## config.mk

```make
export PLATFORM = sky130hd
export DESIGN_NAME = sector_chunk_cache_policy
export DESIGN_NICKNAME = d
export VERILOG_FILES = /design/src/rtl/core/scc_pkg.sv /design/src/rtl/core/scc_ctrl.sv /design/src/rtl/core/scc_dp.sv /design/src/rtl/core/sector_chunk_cache_policy.sv
export SDC_FILE = /design/constraint.sdc
export NUM_CORES = 1
export LEC_CHECK = 0
export ABC_AREA = 1
export BUFFER_PORTS_ARGS = -buffer_cell sky130_fd_sc_hd__buf_2
export CAP_MARGIN = 20
export CORE_MARGIN = 3
export CORE_UTILIZATION = 60
export CTS_CLUSTER_SIZE = 40
export DETAILED_ROUTE_END_ITERATION = 10
export PLACE_DENSITY = 0.87
export SYNTH_ARGS = -nofsm -noshare
export SYNTH_HDL_FRONTEND = slang
export SYNTH_SLANG_ARGS = --single-unit
export TNS_END_PERCENT = 100
```

## constraint.sdc

```tcl
create_clock -name clk -period 4.95 [get_ports clk]
set_input_delay 0.2475 -clock clk [delete_from_list [all_inputs] [get_ports clk]]
set_output_delay 0.2475 -clock clk [all_outputs]
set_load 0.02 [all_outputs]
```

## src/rtl/core/scc_pkg.sv

```systemverilog
package scc_pkg;

  // default sizes
  localparam int SLOTS_DEF       = 8;
  localparam int COUNT_WIDTH_DEF = 16;

  // fixed field widths
  localparam int SECTOR_W = 32;
  localparam int CHUNK_W  = 28;
  localparam int OFF_W    = 4;
  localparam int SLOT_W   = 6;
  localparam int RCNT_W   = 5;
  localparam int REQ_W    = 2;
  localparam int OC_W     = 2;
  localparam int IN_TDATA_W  = 40;
  localparam int OUT_TDATA_W = 48;

  localparam logic [RCNT_W-1:0] CHUNK_LEN  = 5'd16;
  localparam int                FILL_COUNT = 1000;

  // request kinds
  localparam logic [REQ_W-1:0] REQ_LOOKUP = 2'd0;
  localparam logic [REQ_W-1:0] REQ_FILL   = 2'd1;
  localparam logic [REQ_W-1:0] REQ_INVAL  = 2'd2;

  // result kinds
  localparam logic [OC_W-1:0] OC_HIT   = 2'd0;
  localparam logic [OC_W-1:0] OC_MISS  = 2'd1;
  localparam logic [OC_W-1:0] OC_FILL  = 2'd2;
  localparam logic [OC_W-1:0] OC_INVAL = 2'd3;

  // controller to datapath
  typedef struct packed {
    logic load;
    logic clr;
    logic rd;
    logic age;
    logic resolve;
    logic fill;
    logic inval;
    logic drop_pend;
    logic push;
  } cmd_t;

  // datapath to controller
  typedef struct packed {
    logic [REQ_W-1:0] req;
    logic             read_ok;
    logic             pend_valid;
    logic             idx_last;
    logic             hit;
    logic             can_push;
  } sts_t;

endpackage

```

## src/rtl/core/scc_ctrl.sv

```systemverilog
module scc_ctrl (
  input  logic          clk,
  input  logic          rst_n,
  input  logic          in_tvalid,
  output logic          in_tready,
  input  scc_pkg::sts_t sts,
  output scc_pkg::cmd_t cmd
);
  import scc_pkg::*;

  typedef enum logic [3:0] {
    S_IDLE,
    S_DECODE,
    S_SCAN,
    S_SCAN_END,
    S_RESOLVE,
    S_AGE,
    S_AGE_END,
    S_FILL,
    S_OUT
  } state_t;

  state_t state_r, state_nxt;
  logic   in_tready_r;

  assign in_tready = in_tready_r;

  always_comb begin
    cmd       = '0;
    state_nxt = state_r;
    case (state_r)
      S_IDLE: begin
        if (in_tvalid && in_tready_r) begin
          cmd.load  = 1'b1;
          state_nxt = S_DECODE;
        end
      end
      S_DECODE: begin
        case (sts.req)
          REQ_LOOKUP: begin
            cmd.clr   = 1'b1;
            state_nxt = S_SCAN;
          end
          REQ_FILL: begin
            if (!sts.pend_valid) begin
              state_nxt = S_IDLE;
            end else if (sts.read_ok) begin
              state_nxt = S_FILL;
            end else begin
              cmd.inval     = 1'b1;
              cmd.drop_pend = 1'b1;
              state_nxt     = S_OUT;
            end
          end
          REQ_INVAL: begin
            cmd.inval = 1'b1;
            state_nxt = S_OUT;
          end
          default: state_nxt = S_IDLE;
        endcase
      end
      S_SCAN: begin
        cmd.rd = 1'b1;
        if (sts.idx_last) begin
          state_nxt = S_SCAN_END;
        end
      end
      S_SCAN_END: state_nxt = S_RESOLVE;
      S_RESOLVE: begin
        cmd.resolve = 1'b1;
        cmd.clr     = 1'b1;
        state_nxt   = sts.hit ? S_AGE : S_OUT;
      end
      S_AGE: begin
        cmd.rd  = 1'b1;
        cmd.age = 1'b1;
        if (sts.idx_last) begin
          state_nxt = S_AGE_END;
        end
      end
      S_AGE_END: state_nxt = S_OUT;
      S_FILL: begin
        cmd.fill  = 1'b1;
        state_nxt = S_OUT;
      end
      S_OUT: begin
        if (sts.can_push) begin
          cmd.push  = 1'b1;
          state_nxt = S_IDLE;
        end
      end
      default: state_nxt = S_IDLE;
    endcase
  end

  always_ff @(posedge clk) begin
    if (!rst_n) begin
      state_r     <= S_IDLE;
      in_tready_r <= 1'b0;
    end else begin
      state_r     <= state_nxt;
      in_tready_r <= (state_nxt == S_IDLE);
    end
  end

endmodule

```

## src/rtl/core/scc_dp.sv

```systemverilog
module scc_dp #(
  parameter int SLOTS       = scc_pkg::SLOTS_DEF,
  parameter int COUNT_WIDTH = scc_pkg::COUNT_WIDTH_DEF
) (
  input  logic                                clk,
  input  logic                                rst_n,
  input  scc_pkg::cmd_t                       cmd,
  output scc_pkg::sts_t                       sts,
  input  logic [scc_pkg::IN_TDATA_W-1:0]      in_tdata,
  input  logic [scc_pkg::REQ_W-1:0]           in_tuser,
  input  logic [scc_pkg::SECTOR_W-1:0]        volume_sectors,
  output logic                                out_tvalid,
  input  logic                                out_tready,
  output logic [scc_pkg::OUT_TDATA_W-1:0]     out_tdata,
  output logic [scc_pkg::OC_W-1:0]            out_tuser
);
  import scc_pkg::*;

  localparam int IDXW = (SLOTS > 1) ? $clog2(SLOTS) : 1;
  localparam logic [IDXW-1:0]        IDX_LAST = IDXW'(SLOTS - 1);
  localparam logic [COUNT_WIDTH-1:0] CNT_MAX  = {COUNT_WIDTH{1'b1}};
  localparam logic [COUNT_WIDTH-1:0] CNT_FILL = COUNT_WIDTH'(FILL_COUNT);

  // captured request
  logic [REQ_W-1:0]    req_r;
  logic [SECTOR_W-1:0] sector_r;
  logic                ok_r;
  logic [CHUNK_W-1:0]  chunk;
  logic [OFF_W-1:0]    offset;

  assign chunk  = sector_r[SECTOR_W-1:OFF_W];
  assign offset = sector_r[OFF_W-1:0];

  // tag and count stores
  logic [CHUNK_W-1:0]     tag_mem [SLOTS];
  logic [COUNT_WIDTH-1:0] cnt_mem [SLOTS];
  logic [SLOTS-1:0]       tag_valid_r;
  logic [SLOTS-1:0]       cnt_init_r;

  // scan pipeline
  logic [IDXW-1:0]        idx_r;
  logic                   rd_v_r;
  logic                   rd_age_r;
  logic [IDXW-1:0]        rd_idx_r;
  logic [CHUNK_W-1:0]     tag_q;
  logic [COUNT_WIDTH-1:0] cnt_raw_q;
  logic                   cnt_init_q;
  logic                   valid_q;
  logic [COUNT_WIDTH-1:0] cnt_cur;
  logic [COUNT_WIDTH-1:0] cnt_aged;

  // scan results
  logic                   hit_r;
  logic [IDXW-1:0]        hit_slot_r;
  logic                   free_r;
  logic [IDXW-1:0]        free_slot_r;
  logic [COUNT_WIDTH-1:0] min_r;
  logic [IDXW-1:0]        min_slot_r;

  // outstanding miss
  logic [CHUNK_W-1:0] pend_chunk_r;
  logic [IDXW-1:0]    pend_slot_r;
  logic [OFF_W-1:0]   pend_off_r;
  logic               pend_valid_r;

  // result and output register
  logic [OC_W-1:0]     res_oc_r;
  logic [IDXW-1:0]     res_slot_r;
  logic [OFF_W-1:0]    res_off_r;
  logic [SECTOR_W-1:0] res_start_r;
  logic [RCNT_W-1:0]   res_cnt_r;
  logic                out_valid_r;
  logic [OUT_TDATA_W-1:0] out_data_r;
  logic [OC_W-1:0]     out_user_r;

  // miss read range
  logic [SECTOR_W-1:0] miss_start;
  logic [SECTOR_W-1:0] miss_diff;
  logic [RCNT_W-1:0]   miss_cnt;
  logic [IDXW-1:0]     victim;

  logic                   age_we;
  logic                   cnt_we;
  logic [IDXW-1:0]        cnt_wa;
  logic [COUNT_WIDTH-1:0] cnt_wd;

  assign cnt_cur = cnt_init_q ? cnt_raw_q : '0;

  always_comb begin
    if (rd_idx_r == hit_slot_r) begin
      cnt_aged = (cnt_cur != CNT_MAX) ? cnt_cur + 1'b1 : cnt_cur;
    end else begin
      cnt_aged = (cnt_cur != '0) ? cnt_cur - 1'b1 : cnt_cur;
    end
  end

  assign miss_start = {chunk, {OFF_W{1'b0}}};
  assign miss_diff  = volume_sectors - miss_start;
  assign victim     = free_r ? free_slot_r : min_slot_r;

  always_comb begin
    if (volume_sectors == '0) begin
      miss_cnt = CHUNK_LEN;
    end else if (volume_sectors <= miss_start) begin
      miss_cnt = '0;
    end else if (miss_diff < SECTOR_W'(CHUNK_LEN)) begin
      miss_cnt = miss_diff[RCNT_W-1:0];
    end else begin
      miss_cnt = CHUNK_LEN;
    end
  end

  assign age_we = rd_v_r && rd_age_r;
  assign cnt_we = age_we || cmd.fill;
  assign cnt_wa = cmd.fill ? pend_slot_r : rd_idx_r;
  assign cnt_wd = cmd.fill ? CNT_FILL : cnt_aged;

  // stores: one write and one registered read per cycle
  always_ff @(posedge clk) begin
    if (cmd.fill) begin
      tag_mem[pend_slot_r] <= pend_chunk_r;
    end
    if (cnt_we) begin
      cnt_mem[cnt_wa] <= cnt_wd;
    end
    if (cmd.rd) begin
      tag_q     <= tag_mem[idx_r];
      cnt_raw_q <= cnt_mem[idx_r];
    end
  end

  always_ff @(posedge clk) begin
    if (!rst_n) begin
      tag_valid_r  <= '0;
      cnt_init_r   <= '0;
      idx_r        <= '0;
      rd_v_r       <= 1'b0;
      rd_age_r     <= 1'b0;
      hit_r        <= 1'b0;
      free_r       <= 1'b0;
      pend_chunk_r <= '0;
      pend_slot_r  <= '0;
      pend_off_r   <= '0;
      pend_valid_r <= 1'b0;
      out_valid_r  <= 1'b0;
    end else begin
      if (cmd.load) begin
        hit_r  <= 1'b0;
        free_r <= 1'b0;
      end
      if (cmd.clr) begin
        idx_r <= '0;
      end else if (cmd.rd) begin
        idx_r <= idx_r + 1'b1;
      end
      rd_v_r   <= cmd.rd;
      rd_age_r <= cmd.age;

      // lookup pass: match, first free, first lowest count
      if (rd_v_r && !rd_age_r) begin
        if (valid_q && (tag_q == chunk) && !hit_r) begin
          hit_r <= 1'b1;
        end
        if (!valid_q && !free_r) begin
          free_r <= 1'b1;
        end
      end

      if (age_we) begin
        cnt_init_r[rd_idx_r] <= 1'b1;
      end

      if (cmd.resolve && !hit_r) begin
        pend_chunk_r <= chunk;
        pend_slot_r  <= victim;
        pend_off_r   <= offset;
        pend_valid_r <= 1'b1;
      end

      if (cmd.fill) begin
        tag_valid_r[pend_slot_r] <= 1'b1;
        cnt_init_r[pend_slot_r]  <= 1'b1;
        pend_valid_r             <= 1'b0;
      end

      if (cmd.inval) begin
        tag_valid_r <= '0;
      end
      if (cmd.drop_pend) begin
        pend_valid_r <= 1'b0;
      end

      if (cmd.push) begin
        out_valid_r <= 1'b1;
      end else if (out_tready) begin
        out_valid_r <= 1'b0;
      end
    end
  end

  // payload registers
  always_ff @(posedge clk) begin
    if (cmd.load) begin
      req_r    <= in_tuser;
      sector_r <= in_tdata[SECTOR_W-1:0];
      ok_r     <= in_tdata[SECTOR_W];
    end
    if (cmd.rd) begin
      rd_idx_r   <= idx_r;
      cnt_init_q <= cnt_init_r[idx_r];
      valid_q    <= tag_valid_r[idx_r];
    end
    if (rd_v_r && !rd_age_r) begin
      if (valid_q && (tag_q == chunk) && !hit_r) begin
        hit_slot_r <= rd_idx_r;
      end
      if (!valid_q && !free_r) begin
        free_slot_r <= rd_idx_r;
      end
      if ((rd_idx_r == '0) || (cnt_cur < min_r)) begin
        min_r      <= cnt_cur;
        min_slot_r <= rd_idx_r;
      end
    end
    if (cmd.resolve) begin
      res_off_r <= offset;
      if (hit_r) begin
        res_oc_r    <= OC_HIT;
        res_slot_r  <= hit_slot_r;
        res_start_r <= '0;
        res_cnt_r   <= '0;
      end else begin
        res_oc_r    <= OC_MISS;
        res_slot_r  <= victim;
        res_start_r <= miss_start;
        res_cnt_r   <= miss_cnt;
      end
    end
    if (cmd.fill) begin
      res_oc_r    <= OC_FILL;
      res_slot_r  <= pend_slot_r;
      res_off_r   <= pend_off_r;
      res_start_r <= '0;
      res_cnt_r   <= '0;
    end
    if (cmd.inval) begin
      res_oc_r    <= OC_INVAL;
      res_slot_r  <= '0;
      res_off_r   <= '0;
      res_start_r <= '0;
      res_cnt_r   <= '0;
    end
    if (cmd.push) begin
      out_user_r <= res_oc_r;
      out_data_r <= {1'b0, res_cnt_r, res_start_r, res_off_r, SLOT_W'(res_slot_r)};
    end
  end

  assign out_tvalid = out_valid_r;
  assign out_tdata  = out_data_r;
  assign out_tuser  = out_user_r;

  assign sts.req        = req_r;
  assign sts.read_ok    = ok_r;
  assign sts.pend_valid = pend_valid_r;
  assign sts.idx_last   = (idx_r == IDX_LAST);
  assign sts.hit        = hit_r;
  assign sts.can_push   = !out_valid_r || out_tready;

  a_fill_sets_valid: assert property (@(posedge clk) disable iff (!rst_n)
    cmd.fill |=> tag_valid_r[$past(pend_slot_r)])
    else $error("fill did not mark its slot valid");

  a_fill_clears_pend: assert property (@(posedge clk) disable iff (!rst_n)
    cmd.fill |=> !pend_valid_r)
    else $error("pending request survived a fill");

  a_inval_clears_all: assert property (@(posedge clk) disable iff (!rst_n)
    cmd.inval |=> (tag_valid_r == '0))
    else $error("tags still valid after invalidation");

  a_miss_sets_pend: assert property (@(posedge clk) disable iff (!rst_n)
    (cmd.resolve && !hit_r) |=> (pend_valid_r && (pend_slot_r == res_slot_r)))
    else $error("miss did not record its pending slot");

  a_push_only_when_free: assert property (@(posedge clk) disable iff (!rst_n)
    cmd.push |-> (!out_valid_r || out_tready))
    else $error("result pushed over an unread word");

endmodule

```

## src/rtl/core/sector_chunk_cache_policy.sv

```systemverilog
// tag and replacement policy for a cache of 16-sector chunks
// input stream: in_tuser carries the request kind (lookup, fill completion,
//   invalidate all), in_tdata carries the sector and the fill status
// result stream: one word per lookup, per fill with a pending miss and per
//   invalidate; a fill with nothing pending and an unknown kind give no word
// config: one apb register at address 0, the volume size in sectors
//   (zero disables clipping of the read count)
// sequencing: a lookup scans the tag and count stores one slot per cycle through
//   their read port, and a hit then runs an aging pass over all slots; a fill,
//   a failed fill or an invalidate needs no scan
// throughput: one word at a time; the next word is accepted the cycle
//   after the previous result enters the output register
// the output register holds one finished word, so a new word is taken
//   while the receiver stalls; the block then waits with its next result
//   until that word is taken
// reset: all tags invalid, all use counts zero, no pending miss, volume
//   size zero
module sector_chunk_cache_policy #(
  parameter int SLOTS       = scc_pkg::SLOTS_DEF,
  parameter int COUNT_WIDTH = scc_pkg::COUNT_WIDTH_DEF
) (
  input  logic                            clk,
  input  logic                            rst_n,
  // input stream
  input  logic                            in_tvalid,
  output logic                            in_tready,
  // [31:0] sector, [32] read_ok, [39:33] zero
  input  logic [scc_pkg::IN_TDATA_W-1:0]  in_tdata,
  // [1:0] req_type
  input  logic [scc_pkg::REQ_W-1:0]       in_tuser,
  // result stream
  output logic                            out_tvalid,
  input  logic                            out_tready,
  // [5:0] slot, [9:6] offset_in_chunk, [41:10] read_start,
  // [46:42] read_count, [47] zero
  output logic [scc_pkg::OUT_TDATA_W-1:0] out_tdata,
  // [1:0] outcome
  output logic [scc_pkg::OC_W-1:0]        out_tuser,
  // config port
  input  logic                            cfg_psel,
  input  logic                            cfg_penable,
  input  logic                            cfg_pwrite,
  input  logic [2:0]                      cfg_paddr,
  input  logic [31:0]                     cfg_pwdata,
  output logic [31:0]                     cfg_prdata,
  output logic                            cfg_pready
);
  import scc_pkg::*;

  // register index taken from the word address
  localparam logic REG_VOLUME = 1'b0;

  cmd_t cmd;
  sts_t sts;

  logic [SECTOR_W-1:0] volume_r;
  logic                cfg_wr;

  // apb: no wait states, writes land in the access cycle
  assign cfg_pready = 1'b1;
  assign cfg_wr     = cfg_psel && cfg_penable && cfg_pwrite && cfg_pready;

  always_ff @(posedge clk) begin
    if (!rst_n) begin
      volume_r <= '0;
    end else if (cfg_wr && (cfg_paddr[2] == REG_VOLUME)) begin
      volume_r <= cfg_pwdata;
    end
  end

  assign cfg_prdata = (cfg_paddr[2] == REG_VOLUME) ? volume_r : '0;

  // sequencing of the scan, aging pass and result hand-off
  scc_ctrl u_ctrl (
    .clk       (clk),
    .rst_n     (rst_n),
    .in_tvalid (in_tvalid),
    .in_tready (in_tready),
    .sts       (sts),
    .cmd       (cmd)
  );

  // tag store, use counts, victim choice and output register
  scc_dp #(
    .SLOTS       (SLOTS),
    .COUNT_WIDTH (COUNT_WIDTH)
  ) u_dp (
    .clk            (clk),
    .rst_n          (rst_n),
    .cmd            (cmd),
    .sts            (sts),
    .in_tdata       (in_tdata),
    .in_tuser       (in_tuser),
    .volume_sectors (volume_r),
    .out_tvalid     (out_tvalid),
    .out_tready     (out_tready),
    .out_tdata      (out_tdata),
    .out_tuser      (out_tuser)
  );

endmodule

```

==> flow_summary.toml, run 1 <==
[status]
run_status = "finished clean"

[drt]
drtIter0Drc = 2739
dr_total_vias = 21502
dr.pass1.iters = 6
detail_route.wl_per_cell_um = 21.88
drc_errors = 0
vias_per_cell = 6.124
wl_um = 76830
ant_nets = 0

[yosys]
yosysMostFrequentCell = "edfxtp_1"
synth_cell_types = 55
synthDominantCellAreaShare_pct = 54.99
yosys.area.top_type = "edfxtp_1"
ys_seq_elements = 642
synthCells = 2672
syn_area_per_cell_um2 = 10.28
synth_edf_count = 503
ys.flop_type = "edfxtp_1"
ys_seq_area_share_pct = 65.12
ys_async_sr_fraction_pct = 0
ys_warn_count = 0
syn_area_um2 = 27470
yosys-top-cells-count = "edfxtp_1 (503), nor2_1 (466), nand2_1 (388)"
synth_area_leaders = "edfxtp_1 (55%), dfxtp_1 (10%), nor2_1 (6.4%), nand2_1 (5.3%), o21ai_0 (4.5%)"

[floorplan]
core-area_um2 = 44700
initial_core_util_pct = 61.44
fp.dieArea_um2 = 48380
rows = 77
io_pins = 169
die_w_um = 220.0
die_h_um = 220.0

[place]
dp_hpwl_um = 45750
dp_slack_ps = 1219
io_buffers = 150
gp_congestion = 0.9322

[setup_path]
criticalPathCategory = "register to register"
cp_max_fo = 16
end_kind = "register"
required_ps = 5260
critPathLaunchType = "register"
cp_data_arrival_time_ps = 4010

[power]
power_density_nw_per_um2 = 346.0
p_leak_uw = 0.01221
vdd_drop_max_mv = 0.3144
fin_total_pwr_uw = 10850

[clocking]
clkTransAtPathRegs_ps = 70
clockBufferDepth = 3
cts_tree = "yes"
clock_latency_ps = 640
cts_root_buf = "clkbuf_16"
h-tree-depth = 2
cts.sinks = 642
post_cts_resized = 0
cts_made_buffers = 58

[final_layout]
syn2layout_area_growth_pct = 14.21
final_util_pct = 70.17
fillCellCount = 2864
fin_nets = 3005
drive_above_1_share_pct = 11.96

[global_route]
antenna_found_initial = 0
grt_overflow = 0
grt_usage_pct = 31.28
grt_pass1_wl_um = 115700
grt_max_degree = 187
grt_pass1_vias = 21397

[sta]
max_freq_ghz = 0.2707
timing.final.ws_setup_ps = 1256
period_needed_ps = 3694
slew_headroom_pct = 27.80
fin_skew_ps = 27.81
rsz0062_at_grt = "no"
finalHoldViolCount = 0
finalSetupViolations = 0
worstMarginPinSlew_ps = 1082
setup_tns_ps = 0
finalMaxSlewViolations = 0
period_share_pct = 74.62

[job]
maxCapViolCount = 0

[min_path]
hold_path.class = "primary input to register"
[cells in the final DEF (no fill, tap or decap), drive strengths merged, types with 3 or more instances in the layout]
cell / instances
edfxtp: 503
nor2: 476
nand2: 414
o21ai: 252
inv: 251
buf: 179
a21oi: 168
dfxtp: 139
clkbuf: 85
dlygate4sd3: 67
nand3: 67
a31oi: 52
ha: 52
o22ai: 47
nand4: 31
nor3: 26
clkinv: 24
xnor2: 14
xor2: 11
conb: 9
nor4: 8
o21bai: 4
a211oi: 4
bufinv: 4
or2: 4
a21o: 3
nand3b: 3
mux2: 3
[worst max-delay path, cell delays in order, from the launching register on]
cell      delay [ps]
edfxtp_1         800
nand2_1          340
inv_1            230
ha_1             220
nand3_1          150
nor2_2           220
nand3_2          130
o21ai_2          170
inv_2            100
nand4_1          120
nor3_2            80
nand2_1           70
o21ai_1           70
o21ai_0          680
[state kept, by name, summed over array words and instances, names as in the netlist, 3 cells and up]
name               flops
u_dp.tag_q            28
u_dp.idx_r             3
u_dp.tag_valid_r       8
u_dp.free_slot_r       3
u_dp.cnt_mem         128
u_dp.res_slot_r        3
u_dp.cnt_raw_q        16
u_dp.res_cnt_r         5
u_dp.sector_r         32
u_dp.tag_mem         224
u_dp.pend_off_r        4
u_dp.rd_idx_r          3
u_ctrl.state_r         4
u_dp.out_tdata        40
u_dp.res_start_r      28
u_dp.pend_slot_r       3
u_dp.cnt_init_r        8
u_dp.res_off_r         4
u_dp.hit_slot_r        3
u_dp.min_slot_r        3
u_dp.pend_chunk_r     28
u_dp.min_r            16
volume_r              32
[routing by layer]
layer	vias up	GRT usage, %	part of all wire, %
li1	9530	-	-
met1	10161	39.09	36
met4	0	16.25	4.7
met3	302	7.350	12
met2	1509	51.18	47
met5	-	0	0
[final cells by class]
class,instances,area [um2],share of cell area [%]
inverter,253,952.2,3.035
tap,592,740.7,2.361
sequential,642,17890,57.04
antenna,1,2.502,0.007977
multi-input combinational,1666,8200,26.14
clock inverter,26,284.0,0.9054
clock buffer,84,1632,5.201
timing repair buffer,247,1667,5.313
[worst paths after layout]
check	end	cells after the start	from	slack (ps)
setup / recovery	u_dp.cnt_mem[2][9]$_DFFE_PP_	13	u_dp.cnt_init_q$_DFFE_PP_	1260
hold / removal	u_dp.hit_r$_SDFF_PN0_	4	in_tvalid	130
setup reg to reg	u_dp.cnt_mem[2][9]$_DFFE_PP_	13	u_dp.cnt_init_q$_DFFE_PP_	1260
hold reg to reg	u_dp.out_tdata[41]$_DFFE_PP_	0	u_dp.res_start_r[31]$_SDFFE_PP0P_	440
[through the flow]
stage	instances	hold slack (ps)	cell area (um2)
global route	3510	189.0	31370
detailed placement	3331	415.1	28760
floorplan	2679	346.4	27490
finish	3511	126.5	31370
global placement	3331	413.7	28760
CTS	3508	28.72	31350
[cell families (layout without fill, tap and decap cells)]
family	Yosys count	after routing	share of synthesized area, %
AND/OR/NAND/NOR	1033	1033	15.52
flip-flops	642	642	65.12
AO/OA/AOI/OAI	543	543	10.66
buffers and inverters	371	610	5.316
adder cells (fa/ha/maj)	53	53	2.442
XOR/XNOR	25	25	0.7972
multiplexers	3	3	0.1230
other	2	10	0.02734
[what timing repair did]
item,CTS,global route
endpoints found under the hold margin,67,0
hold buffers,67,0
buffers inserted,0,0
[power breakdown]
group          switching, uW  leakage [uW]  internal (uW)
sequential              49.0       0.00575           5810
combinational            321       0.00552            175
clock                   1980      0.000943           2510
total                   2350        0.0122           8500
(Power assumes the default switching activity.)
==> inputs of run 2 (changes only) <==
- clock period: 4.95 -> 3.67 ns (I/O delays scaled with it)
==> run 2 against run 1 <==
  * Maximum frequency rose by 17%
  * Worst hold slack lost 45 ps
  * Critical path type unchanged
  * Clock skew grew 9.1 ps
  * Sequential cell count unchanged
  * Clock-buffer cell count is 9 lower
  * Register-to-register slack got worse by 730 ps
  * Die area is the same
  * Worst setup slack worse by 730 ps
  * Critical path depth shrank 1
==> flow_summary.toml, run 2 (synthesis results as in run 1) <==
[setup_path]
cp-startpoint = "u_dp.cnt_init_q$_DFFE_PP_"
criticalPathCategory = "register to register"
cp_top_family = "simple AND/OR/NAND/NOR gates"
required_ps = 3960
cp_max_fo = 14
r2r_slack_ps = 520
timing.rr.start = "u_dp.cnt_init_q$_DFFE_PP_"
path_depth = 12
cp_data_arrival_time_ps = 3440
path_common_cell = "nand2_1"
max_stage_delay_ps = 770
r2r-end = "u_dp.cnt_mem[5][8]$_DFFE_PP_"
end_kind = "register"
path_cells = "buf_4 -> nand2_1 -> inv_2 -> nor3_2 -> nand3_1 -> nor3_2 -> nor2_2 -> nand2_2 -> nor2_4 -> nand2_1 -> nand2_1 -> o21ai_0"
crit_end = "u_dp.cnt_mem[5][8]$_DFFE_PP_"
ff2ff_path_depth = 12
crit_slowest_cell = "o21ai_0"
critical_path_buf_inv_count = 2
critPathLaunchType = "register"

[floorplan]
rows = 77
io_pins = 169
die_h_um = 220.0
die_w_um = 220.0
initial_core_util_pct = 61.44
core-area_um2 = 44700
fp.dieArea_um2 = 48380

[min_path]
hold_depth = 4
hold_path.class = "primary input to register"

[final_layout]
regMostFlops = "u_dp.tag_mem"
num_antenna_cells = 0
syn2layout_area_growth_pct = 14.79
largest_register_ffs = 224
seqCellArea_um2 = 17890
mostFrequentLayoutCells = "edfxtp_1 (503), nor2_1 (456), nand2_1 (388)"
fin_nets = 3017
multi_input_area_um2 = 8184
layout_commonest_cell = "edfxtp_1"
final_util_pct = 70.53
fillCellCount = 2853
drive_above_1_share_pct = 12.26

[drt]
drtIter0Drc = 2897
detail_route.wl_per_cell_um = 21.38
ant_nets = 0
drc_errors = 0
dr_total_vias = 21478
vias_per_cell = 6.102
wl_um = 75250
dr.pass1.iters = 5

[sta]
finalSetupViolations = 0
holdWs_ps = 81.92
finalMaxSlewViolations = 0
max_freq_ghz = 0.3177
fin_skew_ps = 36.87
period_share_pct = 85.78
slew_headroom_pct = 28.10
rsz0062_at_grt = "no"
finalHoldViolCount = 0
setup_tns_ps = 0
timing.final.ws_setup_ps = 522.1
period_needed_ps = 3148
worstMarginPinSlew_ps = 1067

[clocking]
cts_made_buffers = 58
cts_tree = "yes"
clock_latency_ps = 630
cts.sinks = 642
post_cts_resized = 0
clockBufferDepth = 3
h-tree-depth = 2
cts_root_buf = "clkbuf_16"
clkTransAtPathRegs_ps = 70

[place]
dp_slack_ps = 673.0
io_buffers = 150
dp_hpwl_um = 44880
gp_congestion = 0.9409

[global_route]
grt_overflow = 0
antenna_found_initial = 2
grt_max_degree = 149
grt_pass1_vias = 20916
grt_pass1_wl_um = 114000
grt_usage_pct = 30.67

[status]
run_status = "finished clean"

[power]
fin_total_pwr_uw = 14760
p_leak_uw = 0.01230
power_density_nw_per_um2 = 468.2
vdd_drop_max_mv = 0.4345

[job]
maxCapViolCount = 0
-- run 2: cell count changes in the layout (fill, tap and decap cells not counted), moves of 2 or more --
cell / delta
nor2_1: +4
nor2_2: -4
clkinv_16: -2
inv_6: +2
clkinvlp_4: +4
buf_4: +9
clkinv_1: +3
clkinv_2: -4
clkbuf_1: -9
buf_12: +4
bufinv_16: +2
-- run 2: cell type report --
type | instances | share of cell area, %
flip-flops and latches | 642 | 56.75
multi-input cells | 1666 | 25.96
repair buffers | 259 | 5.715
clock buffers | 75 | 5.068
inverters | 253 | 3.020
well taps | 592 | 2.349
clock inverters | 33 | 1.139
-- run 2: how the worst min path moves through the flow --
stage,start,to,slack (ps)
final,in_tvalid,u_dp.hit_r$_SDFF_PN0_,80
after global routing,in_tvalid,u_dp.hit_r$_SDFF_PN0_,70
after CTS,in_tvalid,u_dp.hit_r$_SDFF_PN0_,30
after detailed placement,in_tdata[32],u_dp.ok_r$_DFFE_PP_,360
after global placement,in_tdata[32],u_dp.ok_r$_DFFE_PP_,360
after floorplan,in_tdata[32],u_dp.ok_r$_DFFE_PP_,280
-- run 2: what timing repair did --
item                       CTS  global route
setup endpoints to repair    0             0
hold endpoints to repair    68             0
hold buffers                68             0
buffers inserted             0             0
-- run 2: where the power goes --
group | leakage, uW | internal, uW | switching [uW]
combinational | 0.00560 | 238 | 423
clock | 0.000953 | 3510 | 2680
sequential | 0.00575 | 7840 | 66.2
-- run 2: metrics by stage --
stage          instance area (um2)  instances
6_report                     31530       3520
5_1_grt                      31530       3520
4_1_cts                      31530       3520
3_5_place_dp                 28890       3344
3_3_place_gp                 28890       3344
2_1_floorplan                27490       2679
-- run 2: worst register-to-register path, cell delays in order, from the launching register on --
cell and delay (ps):
edfxtp_1 420, buf_4 230, nand2_1 200, inv_2 90, nor3_2 270, nand3_1 140, nor3_2 220, nor2_2 100
nand2_2 120, nor2_4 50, nand2_1 90, nand2_1 110, o21ai_0 770
-- run 2: layer usage --
metal	vias to the layer above	GRT usage [%]	share of wire [%]
met3	244	6.150	12
li1	9562	-	-
met4	4	13.76	3.9
met2	1519	49.82	47
met5	-	0	0.039
met1	10149	40.32	36
